## config.mk

```make
export PLATFORM = sky130hd
export DESIGN_NAME = pcab_vertex_ram
export DESIGN_NICKNAME = d
export VERILOG_FILES = /design/src/sv/pcab_vertex_ram.sv
export SDC_FILE = /design/constraint.sdc
export NUM_CORES = 2
export LEC_CHECK = 0
export BUFFER_PORTS_ARGS = -buffer_cell sky130_fd_sc_hd__buf_2
export CORE_AREA = 10 10 390 392
export CTS_BUF_LIST = sky130_fd_sc_hd__clkbuf_8
export DETAILED_ROUTE_END_ITERATION = 10
export DIE_AREA = 0 0 400 402
export PLACE_DENSITY = 0.71
export SETUP_SLACK_MARGIN = 0.02
export SYNTH_ARGS = -nofsm -noshare
export SYNTH_HDL_FRONTEND = slang
export SYNTH_SLANG_ARGS = --single-unit
export TNS_END_PERCENT = 100
```

## constraint.sdc

```tcl
create_clock -name i_clk -period 3.6 [get_ports i_clk]
set_input_delay 0 -clock i_clk [delete_from_list [all_inputs] [get_ports i_clk]]
set_output_delay 0 -clock i_clk [all_outputs]
set_load 0.005 [all_outputs]
```

## src/sv/pcab_vertex_ram.sv

```systemverilog
`timescale 1ns / 1ps
// ----------------------------------------------------------------------------
// pcab_vertex_ram
// Vertex store: one write port, one read port, registered read data.
// ----------------------------------------------------------------------------
module pcab_vertex_ram #(
    parameter int DEPTH = 64,
    parameter int WIDTH = 32
) (
    input  logic                     i_clk,
    input  logic                     i_we,
    input  logic [$clog2(DEPTH)-1:0] i_waddr,
    input  logic [WIDTH-1:0]         i_wdata,
    input  logic                     i_re,
    input  logic [$clog2(DEPTH)-1:0] i_raddr,
    output logic [WIDTH-1:0]         o_rdata
);

    logic [WIDTH-1:0] r_mem [DEPTH];
    logic [WIDTH-1:0] r_rdata;

    always_ff @(posedge i_clk) begin
        if (i_we) begin
            r_mem[i_waddr] <= i_wdata;
        end
        if (i_re) begin
            r_rdata <= r_mem[i_raddr];
        end
    end

    assign o_rdata = r_rdata;

endmodule

```

## Word-level counts from Yosys, hierarchy flattened

Memory sizes are Yosys's and may differ from the RTL's. A register that Yosys moved wholly into a read port is not among the register bits.
Index checks and enable logic that the tools add are counted.

- Mux-type cells: 2

Operators with widths:

| cell | count |
|---|---|
| $mux 1 | 2 |

- Register bits: 0
- RAM bits: 2048
- Input port bits: 47
- Output and inout port bits: 32
- Logic and storage cells: 3
- Memories: 1

Memory list:

| memory | depth | bits a word | rd ports | clocked after Yosys merged registers in | write ports | RTL line | RTL |
|---|---|---|---|---|---|---|---|
| r_mem | 64 | 32 | 1 | 1 | 1 | 19 | `logic [WIDTH-1:0] r_mem [DEPTH];` |

## Longest topological paths before layout

- Depth in word-level cells: 2
- Gate-level depth with buffers: 10
- Gate-level depth less buffers: 5

## Worst setup path before layout

OpenSTA, ideal clock, no wires.

- Path type: input to register
- Start: input port i_waddr[3]
- End: memory r_mem[48][0] (enable)
- Library setup time: 0.461 ns
- Arrival time: 2.699 ns
- Data required time: 3.139 ns
- Slack: 0.440 ns
- Cell stages on the path: 4
- Path buffers: 1
- Cells stage by stage: clkbuf_1 nor2b_1 nand4b_1 nor3_1

RTL lines:

| element | RTL line | RTL |
|---|---|---|
| start: declaration | 12 | `input logic [$clog2(DEPTH)-1:0] i_waddr,` |
| end: declaration | 19 |  |

Straight into the memory's write port.

==> out/summary.md <==
* finished, final reports clean — result of the run
* sky130_fd_sc_hd__buf_4 — most used cell along the critical path
* 39,162 — number of global-route vias before repair
* 67.5% — share of the clock period used by the worst path after layout
* sky130_fd_sc_hd__edfxtp_1, sky130_fd_sc_hd__mux4_2, sky130_fd_sc_hd__nor2_1 — most numerous cell types in the synthesized netlist
* 3,371 — number of nets in the synthesized netlist
* built — clock tree from TritonCTS
* 333 — total clock buffers created by CTS
* primary input to register — worst setup path class
* 42 — top fanout value on the critical path
* 31.5% — ratio of cells with drive above 1 in the final layout
* 411 MHz — peak clock frequency supported by timing
* 3,839 — Total Nets Final
* 0 — global route overflow
* 5.1% — portion of total power attributed to combinational logic
* 21.8% — switching fraction of total power
* 38.1% — clock group share of total power
* 5,951 — non-filler instance count after layout
* 0% — xor-xnor portion of the synthesized cell area
* 6.51 — detail-routed via count per cell
* 75,200 um — post-route met1 wirelength
* 79 — I/O pin count
* 402 um — floorplan die height
* sky130_fd_sc_hd__edfxtp_1 — cell taking the most area after synthesis
* no — RSZ-0062 raised after global routing
* 4 — CTS max path bufs
* 47.6 mW — Design Power
* 33.3 um — routed wirelength normalized by instance count
* 79.2% — post-synth top area share
* 580 ps — peak per-stage delay on the critical path
* sky130_fd_sc_hd__edfxtp_1, sky130_fd_sc_hd__mux4_2, sky130_fd_sc_hd__mux2i_1, sky130_fd_sc_hd__o22ai_1, sky130_fd_sc_hd__nor2_1 — ranking of synthesized cells by area
* 0.819 — global placement routability congestion
* 532 nW/um2 — power per standard cell area
* 161,000 um2 — area of the die
* 5,498 — Iteration-0 DRC Markers
* 2430 ps — Final min period
* 3150 ps — signal arrival time at the worst endpoint
* 33 — synth unique cells
* register — Worst Setup End Kind
* 0 — number of warning messages in the yosys log
* 283,000 um — first-pass GRT wire length
* 61.9% — core utilization of the finished layout
* 0 — number of setup buffers added after CTS
* 38,723 — via total after detailed routing
* 2,080 — #FFs+latches synth
* sky130_fd_sc_hd__mux4_2 — Critical Path Slowest Stage Cell
* 6 — first-pass iteration count of the detailed router
* 28.4 nW — leak pwr
* 0 — count of endpoints failing hold in the final timing report
* 24.7% — global routing usage summed across all routing layers
* 109,000 um — HPWL after detailed placement
* sky130_fd_sc_hd__edfxtp_1 — most common cell in the synthesized netlist
* 5 — number of levels the H-tree was split into
* 0% — Post-Synth Adder-Cell Area
* 13.5% — Syn-to-layout area delta
* sky130_fd_sc_hd__edfxtp_1 — most used flip-flop cell after synthesis
* 5,326 — total instance count after detailed placement
* met5 — top sig layer
* 93,200 um — WL met2
* 400 um — Die X-Extent
* 73 — largest net degree at the start of global routing
* 22,900 um — met3 layer wire length in the routed design
* 16.7% — share of cell area taken by muxes after synthesis
* 1330 ps — Slew @ Worst Pin
* 0 — PostCTS Resize Cnt
* 0 ps — Total Negative Setup Slacks
* 385 uV — IR Drop Worst-Case VDD
* 26 — antenna violations before repair
* 0 — number of pins with negative max-slew slack in the final report
* 23.7 um2 — average size of a mapped cell
* 10.4 mW — total net switching power
* 56.7% — sequential share of power
* 1000 ps — Clock Latency Late Sink
* 54.6% — starting density of the core
* sky130_fd_sc_hd__clkbuf_8 — buffer cell driving the clock tree root
* 11.0% — Slew Limit Headroom
* 145,000 um2 — core outline area
* multiplexers — main combinational cell family by area after synthesis
* dlygate4sd3_1 > buf_8 > buf_4 > buf_4 > mux4_2 > o22ai_1 > nor2_1 — cell-by-cell listing of the critical path
* 140 — Site Rows
* 60 ps — clock transition at the registers of the reported paths
* 2,080 — TritonCTS Sinks
* 4320 ps — Critical Path RT
* 78 — Port Buffer Count
* 0 — DRT antenna net count
* 78,800 um2 — Post-Synthesis Cell Area
* primary input — crit start category
* 2,080 — number of enable-type register cells in the synthesized netlist
* 1.67% — post-synthesis compound-gate area fraction
* 9,587 — fill cell count
* 79.2% — register area share after synthesis
* 3,324 — synthesized netlist cell count
* 0% — fraction of synthesis flops using an asynchronous set or reset pin
* primary input to register — Hold Path Class
* 198,000 um — final wirelength
* 63.6 ps — skew final
* 0 — number of remaining DRC errors
* 0 — Max-cap violations
* 0 — final setup violation count
* 1.26% — post-synthesis share of cell area spent on and, or, nand and nor gates
* 37.2 mW — Internal Pwr Total
-- routing by layer --
layer  vias up  track usage (%)
li1      15304                -
met5         -                0
met1     20457             35.5
met4         6             8.32
met2      2497             37.5
met3       459             5.99
-- worst max-delay path: cells and delay by family --
kind	cells	cell delay, ps
AND/OR/NAND/NOR	1	100
multiplexers	1	580
AO/OA/AOI/OAI	1	560
buffers and inverters	4	1850
-- state kept, by name, summed over array words and instances (netlist names) --
signal	count
o_rdata	32
r_mem	2048
-- metrics by stage --
| stage | instance area (um2) | setup slack [ps] | hold slack (ps) |
|---|---|---|---|
| 2_1_floorplan | 78800 | 440 | 98.9 |
| 3_3_place_gp | 83100 | 499 | 397 |
| 3_5_place_dp | 83100 | 448 | 403 |
| 4_1_cts | 89400 | 1200 | 6.20 |
| 5_1_grt | 89400 | 1000 | 62.4 |
| 6_report | 89500 | 1170 | 78.0 |
-- path summary, 6_finish.rpt --
path	from	end	slack (ps)	cells after the start
min reg2reg	r_mem[29][8]	o_rdata[8]	830	4
max reg2reg	r_mem[47][5]	o_rdata[5]	1210	4
min	i_wdata[20]	r_mem[29][20]	80	2
max	i_raddr[2]	o_rdata[21]	1170	7
-- layout by cell type, fill, tap and decap left out, types with 73 or more instances in the layout --
cell,instances
sky130_fd_sc_hd__o22ai_1,84
sky130_fd_sc_hd__clkbuf_8,343
sky130_fd_sc_hd__mux2i_1,93
sky130_fd_sc_hd__buf_4,154
sky130_fd_sc_hd__buf_2,73
sky130_fd_sc_hd__edfxtp_1,2080
sky130_fd_sc_hd__clkinv_1,79
sky130_fd_sc_hd__nor2_1,75
sky130_fd_sc_hd__inv_1,98
sky130_fd_sc_hd__mux4_2,544
-- power groups by stage --
stage / combinational, mW / clock, mW / sequential, mW
floorplan: 1.30 / 0 / 27.4
global placement: 2.36 / 0 / 27.5
detailed placement: 2.40 / 0 / 27.5
CTS: 2.45 / 18.4 / 27.0
global route: 2.58 / 19.5 / 27.0
finish: 2.44 / 18.1 / 27.0
-- what timing repair did --
item	in CTS	in global routing
setup endpoints to repair	0	0
hold endpoints to repair	2502	0
hold buffers	48	0
-- cell families after synthesis --
family,after synthesis
multiplexers,637
buffers and inverters,182
flip-flops,2080
AO/OA/AOI/OAI,202
AND/OR/NAND/NOR,223
-- cell type report --
class                   count  area (um2)  area share, %
repair buffers            315        2780           3.11
clock inverters           221        1100           1.23
well taps                1917        2400           2.68
clock buffers             343        4720           5.28
multi-input cells        1062       16000           17.8
flip-flops and latches   2080       62500           69.8
diodes                     13        32.5         0.0364
(Power assumes the default switching activity.)
