===== src/sv/pcab_pkg.sv =====
`timescale 1ns / 1ps
// ----------------------------------------------------------------------------
// pcab_pkg
// Shared types and constants for the polygon containment and area block.
// ----------------------------------------------------------------------------
package pcab_pkg;

    localparam int DEF_MAX_VERTICES = 64;
    localparam int DEF_COORD_WIDTH  = 16;
    localparam int SUM_EXTRA_BITS   = 10;

    typedef enum logic {
        OP_ADD  = 1'b0,
        OP_TEST = 1'b1
    } t_op;

    typedef enum logic [3:0] {
        S_IDLE,
        S_EDGE_MUL,
        S_EDGE_ACC,
        S_WALK,
        S_DRAIN,
        S_CLOSE_PREP,
        S_CLOSE_MUL,
        S_CLOSE_SUM,
        S_CLOSE_ABS,
        S_DONE
    } t_state;

    typedef struct packed {
        logic start;
        logic rd_valid;
    } t_cross_ctl;

    typedef struct packed {
        logic busy;
        logic in_poly;
    } t_cross_sts;

endpackage


===== src/sv/pcab_cross_unit.sv =====
`timescale 1ns / 1ps
// ----------------------------------------------------------------------------
// pcab_cross_unit
// Even-odd crossing pipeline, one polygon edge per cycle: differences,
// cross-multiplied products, compare and parity toggle.
// ----------------------------------------------------------------------------
module pcab_cross_unit #(
    parameter int COORD_WIDTH = 16
) (
    input  logic                          i_clk,
    input  logic                          i_rst_n,
    input  pcab_pkg::t_cross_ctl          i_ctl,
    input  logic signed [COORD_WIDTH-1:0] i_px,
    input  logic signed [COORD_WIDTH-1:0] i_py,
    input  logic signed [COORD_WIDTH-1:0] i_start_x,
    input  logic signed [COORD_WIDTH-1:0] i_start_y,
    input  logic signed [COORD_WIDTH-1:0] i_rd_x,
    input  logic signed [COORD_WIDTH-1:0] i_rd_y,
    output pcab_pkg::t_cross_sts          o_sts
);

    import pcab_pkg::*;

    localparam int D_W = COORD_WIDTH + 1;
    localparam int P_W = 2 * D_W;

    logic signed [COORD_WIDTH-1:0] r_prev_x;
    logic signed [COORD_WIDTH-1:0] r_prev_y;

    logic                  r_a_vld;
    logic                  r_a_str;
    logic signed [D_W-1:0] r_dy;
    logic signed [D_W-1:0] r_dxp;
    logic signed [D_W-1:0] r_dxe;
    logic signed [D_W-1:0] r_dyp;

    logic                  r_b_vld;
    logic                  r_b_str;
    logic                  r_b_neg;
    logic signed [P_W-1:0] r_lhs;
    logic signed [P_W-1:0] r_rhs;

    logic r_inside;
    logic above_i;
    logic above_j;
    logic x_hit;

    assign above_i = i_py < i_rd_y;
    assign above_j = i_py < r_prev_y;
    assign x_hit   = r_b_neg ? (r_rhs < r_lhs) : (r_lhs < r_rhs);

    always_ff @(posedge i_clk) begin
        if (i_ctl.start) begin
            r_prev_x <= i_start_x;
            r_prev_y <= i_start_y;
        end else if (i_ctl.rd_valid) begin
            r_prev_x <= i_rd_x;
            r_prev_y <= i_rd_y;
        end
        r_a_str <= above_i != above_j;
        r_dy    <= D_W'(r_prev_y) - D_W'(i_rd_y);
        r_dxp   <= D_W'(i_px) - D_W'(i_rd_x);
        r_dxe   <= D_W'(r_prev_x) - D_W'(i_rd_x);
        r_dyp   <= D_W'(i_py) - D_W'(i_rd_y);
        r_b_str <= r_a_str;
        r_b_neg <= r_dy[D_W-1];
        r_lhs   <= r_dxp * r_dy;
        r_rhs   <= r_dxe * r_dyp;
    end

    always_ff @(posedge i_clk) begin
        if (!i_rst_n) begin
            r_a_vld  <= 1'b0;
            r_b_vld  <= 1'b0;
            r_inside <= 1'b0;
        end else begin
            r_a_vld <= i_ctl.rd_valid;
            r_b_vld <= r_a_vld;
            if (i_ctl.start) begin
                r_inside <= 1'b0;
            end else if (r_b_vld && r_b_str && x_hit) begin
                r_inside <= ~r_inside;
            end
        end
    end

    assign o_sts.busy    = r_a_vld | r_b_vld;
    assign o_sts.in_poly = r_inside;

endmodule


===== config.mk =====
export PLATFORM = sky130hd
export DESIGN_NAME = pcab_cross_unit
export DESIGN_NICKNAME = d
export VERILOG_FILES = /design/src/sv/pcab_pkg.sv /design/src/sv/pcab_cross_unit.sv
export SDC_FILE = /design/constraint.sdc
export NUM_CORES = 2
export LEC_CHECK = 0
export ABC_AREA = 1
export BUFFER_PORTS_ARGS = -buffer_cell sky130_fd_sc_hd__clkbuf_2
export CORE_MARGIN = 2
export CORE_UTILIZATION = 52
export CTS_CLUSTER_SIZE = 24
export DETAILED_ROUTE_END_ITERATION = 8
export PLACE_DENSITY = 0.69
export SYNTH_ARGS = -nofsm -noshare
export SYNTH_HDL_FRONTEND = slang
export SYNTH_SLANG_ARGS = --single-unit
export TNS_END_PERCENT = 50

===== constraint.sdc =====
create_clock -name i_clk -period 15.9 [get_ports i_clk]
set_clock_uncertainty 0.05 [all_clocks]
set_input_delay 1.59 -clock i_clk [delete_from_list [all_inputs] [get_ports i_clk]]
set_output_delay 1.59 -clock i_clk [all_outputs]
set_load 0.05 [all_outputs]

Word level (Yosys, flattened, before mapping)
Cells that the tools add are included.
{ "totals": {"inputBits": 100, "register_bits": 174} }
{ "op_classes": {"reduce_logical": 4, "mul": 2, "magnitude_cmp": 4, "n_bitwise": 3, "mux": 5, "add_sub_neg": 4, "n_eq_ne": 1} }
{ "op_table": {"columns": ["operator", "n"], "rows": [
  ["$lt 34x34->1", 2],
  ["$mul 17x17->34", 2],
  ["$sub 16x16->17", 4],
  ["$mux 16", 4],
  ["$lt 16x16->1", 2],
  ["$logic_and 1x1->1", 2],
  ["$not 1->1", 2],
  ["$reduce_bool 2->1", 1],
  ["$reduce_or 2->1", 1],
  ["$mux 1", 1],
  ["$ne 1x1->1", 1],
  ["$or 1x1->1", 1]
]} }

Depth between registers and ports, before layout
{ "depth": {"word_depth": 3, "mapped_depth": 28} }

Least setup slack after synthesis
Ideal clock, no wire load.
{ "synth_timing": {"kind": "register to register", "from": "register r_dxe[16]", "to": "register r_rhs[30]", "stages_incl_launch_ff": 20, "setup_ps": 112, "arrival_ps": 5441, "path_slack_ps": 10297, "required_time_ps": 15738, "cell_sequence": "dfxtp_1 -> clkbuf_1 -> clkbuf_1 -> nand2_1 -> inv_1 -> fa_1 -> fa_1 -> fa_1 -> fa_1 -> fa_1 -> inv_1 -> fa_1 -> inv_1 -> ha_1 -> a21oi_1 -> o21ai_0 -> a221oi_1 -> nand2_1 -> nand2_1 -> nand2_1"} }
{ "synth_via": {"elab_chain_len": 1} }
{ "synth_rtl": {"columns": ["element", "line_no", "source"], "rows": [
  ["from (decl)", "pcab_cross_unit.sv:34", "logic signed [D_W-1:0] r_dxe;"],
  ["from (signal assigned)", "pcab_cross_unit.sv:63", "r_dxe <= D_W'(r_prev_x) - D_W'(i_rd_x);"],
  ["$mul 17x17->34", "pcab_cross_unit.sv:68", "r_rhs <= r_dxe * r_dyp;"],
  ["to (signal assigned)", "pcab_cross_unit.sv:68", null],
  ["to (decl)", "pcab_cross_unit.sv:41", "logic signed [P_W-1:0] r_rhs;"]
]} }
Every way passes these cells.
A chain may end at the register's enable or synchronous reset.

Worst setup path after layout
{ "layout_timing": {"from": "register r_dy[2]", "to": "register r_lhs[29]"} }
{ "layout_via": {"elab_chain_len": 1} }
{ "layout_rtl": {"columns": ["element", "line_no", "source"], "rows": [
  ["from (decl)", "pcab_cross_unit.sv:32", "logic signed [D_W-1:0] r_dy;"],
  ["from (signal assigned)", "pcab_cross_unit.sv:61", "r_dy <= D_W'(r_prev_y) - D_W'(i_rd_y);"],
  ["$mul 17x17->34", "pcab_cross_unit.sv:67", "r_lhs <= r_dxp * r_dy;"],
  ["to (signal assigned)", "pcab_cross_unit.sv:67", null],
  ["to (decl)", "pcab_cross_unit.sv:40", "logic signed [P_W-1:0] r_lhs;"]
]} }
Every way passes these cells.

==> qor.txt <==
Outcome: finished, final reports clean
HP Class: flop to flop
Yosys reg bits: 174
Setup Crit Path Kind: flop to flop
Synth Cell Area: 31100 sq um
Mapped Nets: 4752
H-tree depth: 4
Rel. slew slack: 27.1%
Number of synthesized flops with an enable pin: 32
Global-route wire length before repair: 121 mm
Buf+Inv Stages, Crit Path: 4
Vias in the first global route: 24000
Top Ports: 102
Via density: 5.02
Drt initial violations: 1361
Cts repair resizes: 0
Slew @ Worst Pin: 1.09 ns
Synth Instances: 3772
Period utilisation layout: 39.6%
XOR/XNOR Fraction of Synth Area: 3.58%
FF-to-FF Start: r_dy[2]$_DFF_P_
CTS Buf Count: 17
TritonCTS clock tree: done
Top cell by count, worst path: fa_1
Critical Path AT: 6.64 ns
Core area: 59000 sq um
DP HPWL: 62.1 mm
Flop2flop setup slack: 9.60 ns
Largest buffer count on any clock path: 2
Initial antenna violation count: 3
Final Slew Violations: 0
Max Cap Violations: 0
Fin Setup TNS: 0 ns
Slowest-stage cell, CP: fa_1
Total track usage: 25.2%
Mux share of post-synthesis cell area: 0%
CP required: 16.24 ns
Antenna viol nets, final: 0
Slowest stage delay, CP: 0.93 ns
Pin count of the biggest net entering global routing: 66
Die area: 61700 sq um
R2R Path End: r_lhs[29]$_DFF_P_
Clk_lat worst skew: 0.48 ns
Cell taking the most area after synthesis: fa_1
# Post-CTS Setup Buffers: 0
Cell family with most CP delay: adder cells
Critical Path Sink: r_lhs[29]$_DFF_P_
Final hold violation count: 0
Post-synth top area share: 38.4%
Synth area leaders: fa_1 38%, inv_1 13%, ha_1 11%
Filler cells: 5496
Num Clock Sinks: 174
Num rows: 89
Largest family of logic cells by synthesized area: adder cells
# diodes: 0
Drt drc: 0
Simple-gate area share of the yosys netlist: 13.4%
CTS root buf: clkbuf_16
Area Overhead vs Synth: 5.41%
Final setup fails: 0
Initial Util: 52.6%
Crit path from: r_dy[2]$_DFF_P_
Worst Setup End Kind: flop
Ys async rst share: 0%
Final wirelength: 72.6 mm
Drt pass-1 iters: 5
Chip height: 248 um
# nets final: 4747
Routed via count: 22900
Top cells by count, synth: 1096 x inv_1, 856 x nand2_1, 596 x fa_1
Compound-gate portion of the synthesized area: 5.91%
Hold buffers post-CTS: 0
Count leader, synth: inv_1
Max frequency: 159 MHz
Grt total ovfl: 0
Synth cell types: 52
Share of cells above drive strength 1: 5.40%
CP cell instances: nand2_1 > inv_1 > fa_1 > fa_1 > fa_1 > fa_1 > fa_1 > inv_1 > fa_1 > inv_1 > ha_1 > nand2_1 > nor2_1 > inv_1 > nor3_1 > nand4_1 > nand2_1 > xor2_1
YS warnings: 0
Wire per inst: 15.9 um
Crit start category: flop
Main synth FF type: dfxtp_1
Worst path depth: 18
DIE WIDTH: 248 um
RSZ-0062 raised after global routing: false
Sequential fraction of the synthesis area: 12.2%
Port Buffers: 101
Syn_area_per_cell: 8.23 sq um
Synth Area in Adders: 49.9%
Worst R2R Path Depth: 18
CP Max Fanout: 17
Final worst path period need: 6.30 ns
Final GP Congestion: 0.928
Clk slew on worst S/H paths: 0.07 ns
==> metal layers <==
metal / vias to the layer above / global-route usage [%] / share of wire [%] / wire [um]
met3: 109 / 3.44 / 5.6 / 4100
met4: 6 / 8.25 / 2.9 / 2110
met2: 657 / 42.9 / 49 / 35800
met1: 11200 / 33.3 / 42 / 30600
met5: - / 0 / 0.048 / 35
li1: 10900 / - / - / -
==> per-stage QoR <==
step                setup WS [ns]  area (sq um)  util (%)  hold WS [ns]  std cells
finish                       9.60         32700      55.5         0.283       4553
global route                 9.23         32700      55.5         0.293       4553
global placement             9.70         32100      54.4         0.265       4521
floorplan                   10.30         31100         -         0.260       3772
detailed placement           9.68         32100      54.4         0.264       4521
CTS                          9.63         32700      55.5         0.281       4553
==> worst reg2reg max path, delay by kind of cell, from the launching register on <==
family	cells	cell delay, ns
adders and majority gates	7	3.84
and+or+nand+nor	6	1.01
DFF	1	0.80
buffers and inverters	4	0.35
xor gates and xnor gates	1	0.15
==> worst min-delay path by stage <==
stage                     from               to  cells after the start
2_1_floorplan  r_a_str$_DFF_P_  r_b_str$_DFF_P_                      0
3_3_place_gp   r_a_str$_DFF_P_  r_b_str$_DFF_P_                      0
3_5_place_dp   r_a_str$_DFF_P_  r_b_str$_DFF_P_                      0
4_1_cts        r_a_str$_DFF_P_  r_b_str$_DFF_P_                      0
5_1_grt        r_a_str$_DFF_P_  r_b_str$_DFF_P_                      0
6_report       r_a_str$_DFF_P_  r_b_str$_DFF_P_                      0
==> kinds of logic after synthesis <==
kind of cell	after synthesis
buffers and inverters	1238
AND/OR/NAND/NOR	1053
adder cells (fa/ha/maj)	880
AO/OA/AOI/OAI	300
flip-flops	174
XOR/XNOR	127
==> state kept, by name, summed over array words and instances (netlist names) <==
signal and flops:
r_lhs 34, r_rhs 34, r_dxe 17, r_dxp 17, r_dy 17, r_dyp 17
r_prev_x 16, r_prev_y 16, r_a_str 1, r_a_vld 1, r_b_neg 1, r_b_str 1
r_b_vld 1, r_inside 1
==> area by class of cell <==
cell class	instances	area [sq um]	area share, %
multi-input cells	2360	22600	69.0
inverters	1096	4110	12.6
flip-flops and latches	174	3800	11.6
well taps	773	967	2.95
repair buffers	118	633	1.93
clock buffers	17	425	1.30
clock inverters	15	193	0.589
==> placed cells by master, fill, tap and decap left out, drive strengths merged, types with 6 or more instances in the layout <==
cell type / count
a21boi: 7
a21o: 16
a21oi: 132
a221oi: 6
a31oi: 7
buf: 17
clkbuf: 118
dfxtp: 142
edfxtp: 32
fa: 596
ha: 284
inv: 1104
nand2: 859
nand3: 44
nand4: 16
nor2: 95
nor3: 14
nor4: 6
o21ai: 98
o21bai: 9
o31ai: 8
or2: 11
xnor2: 46
xor2: 81
Power is not shown: default switching activity piles up to over one toggle a cycle in this logic, so the estimate is an artifact.
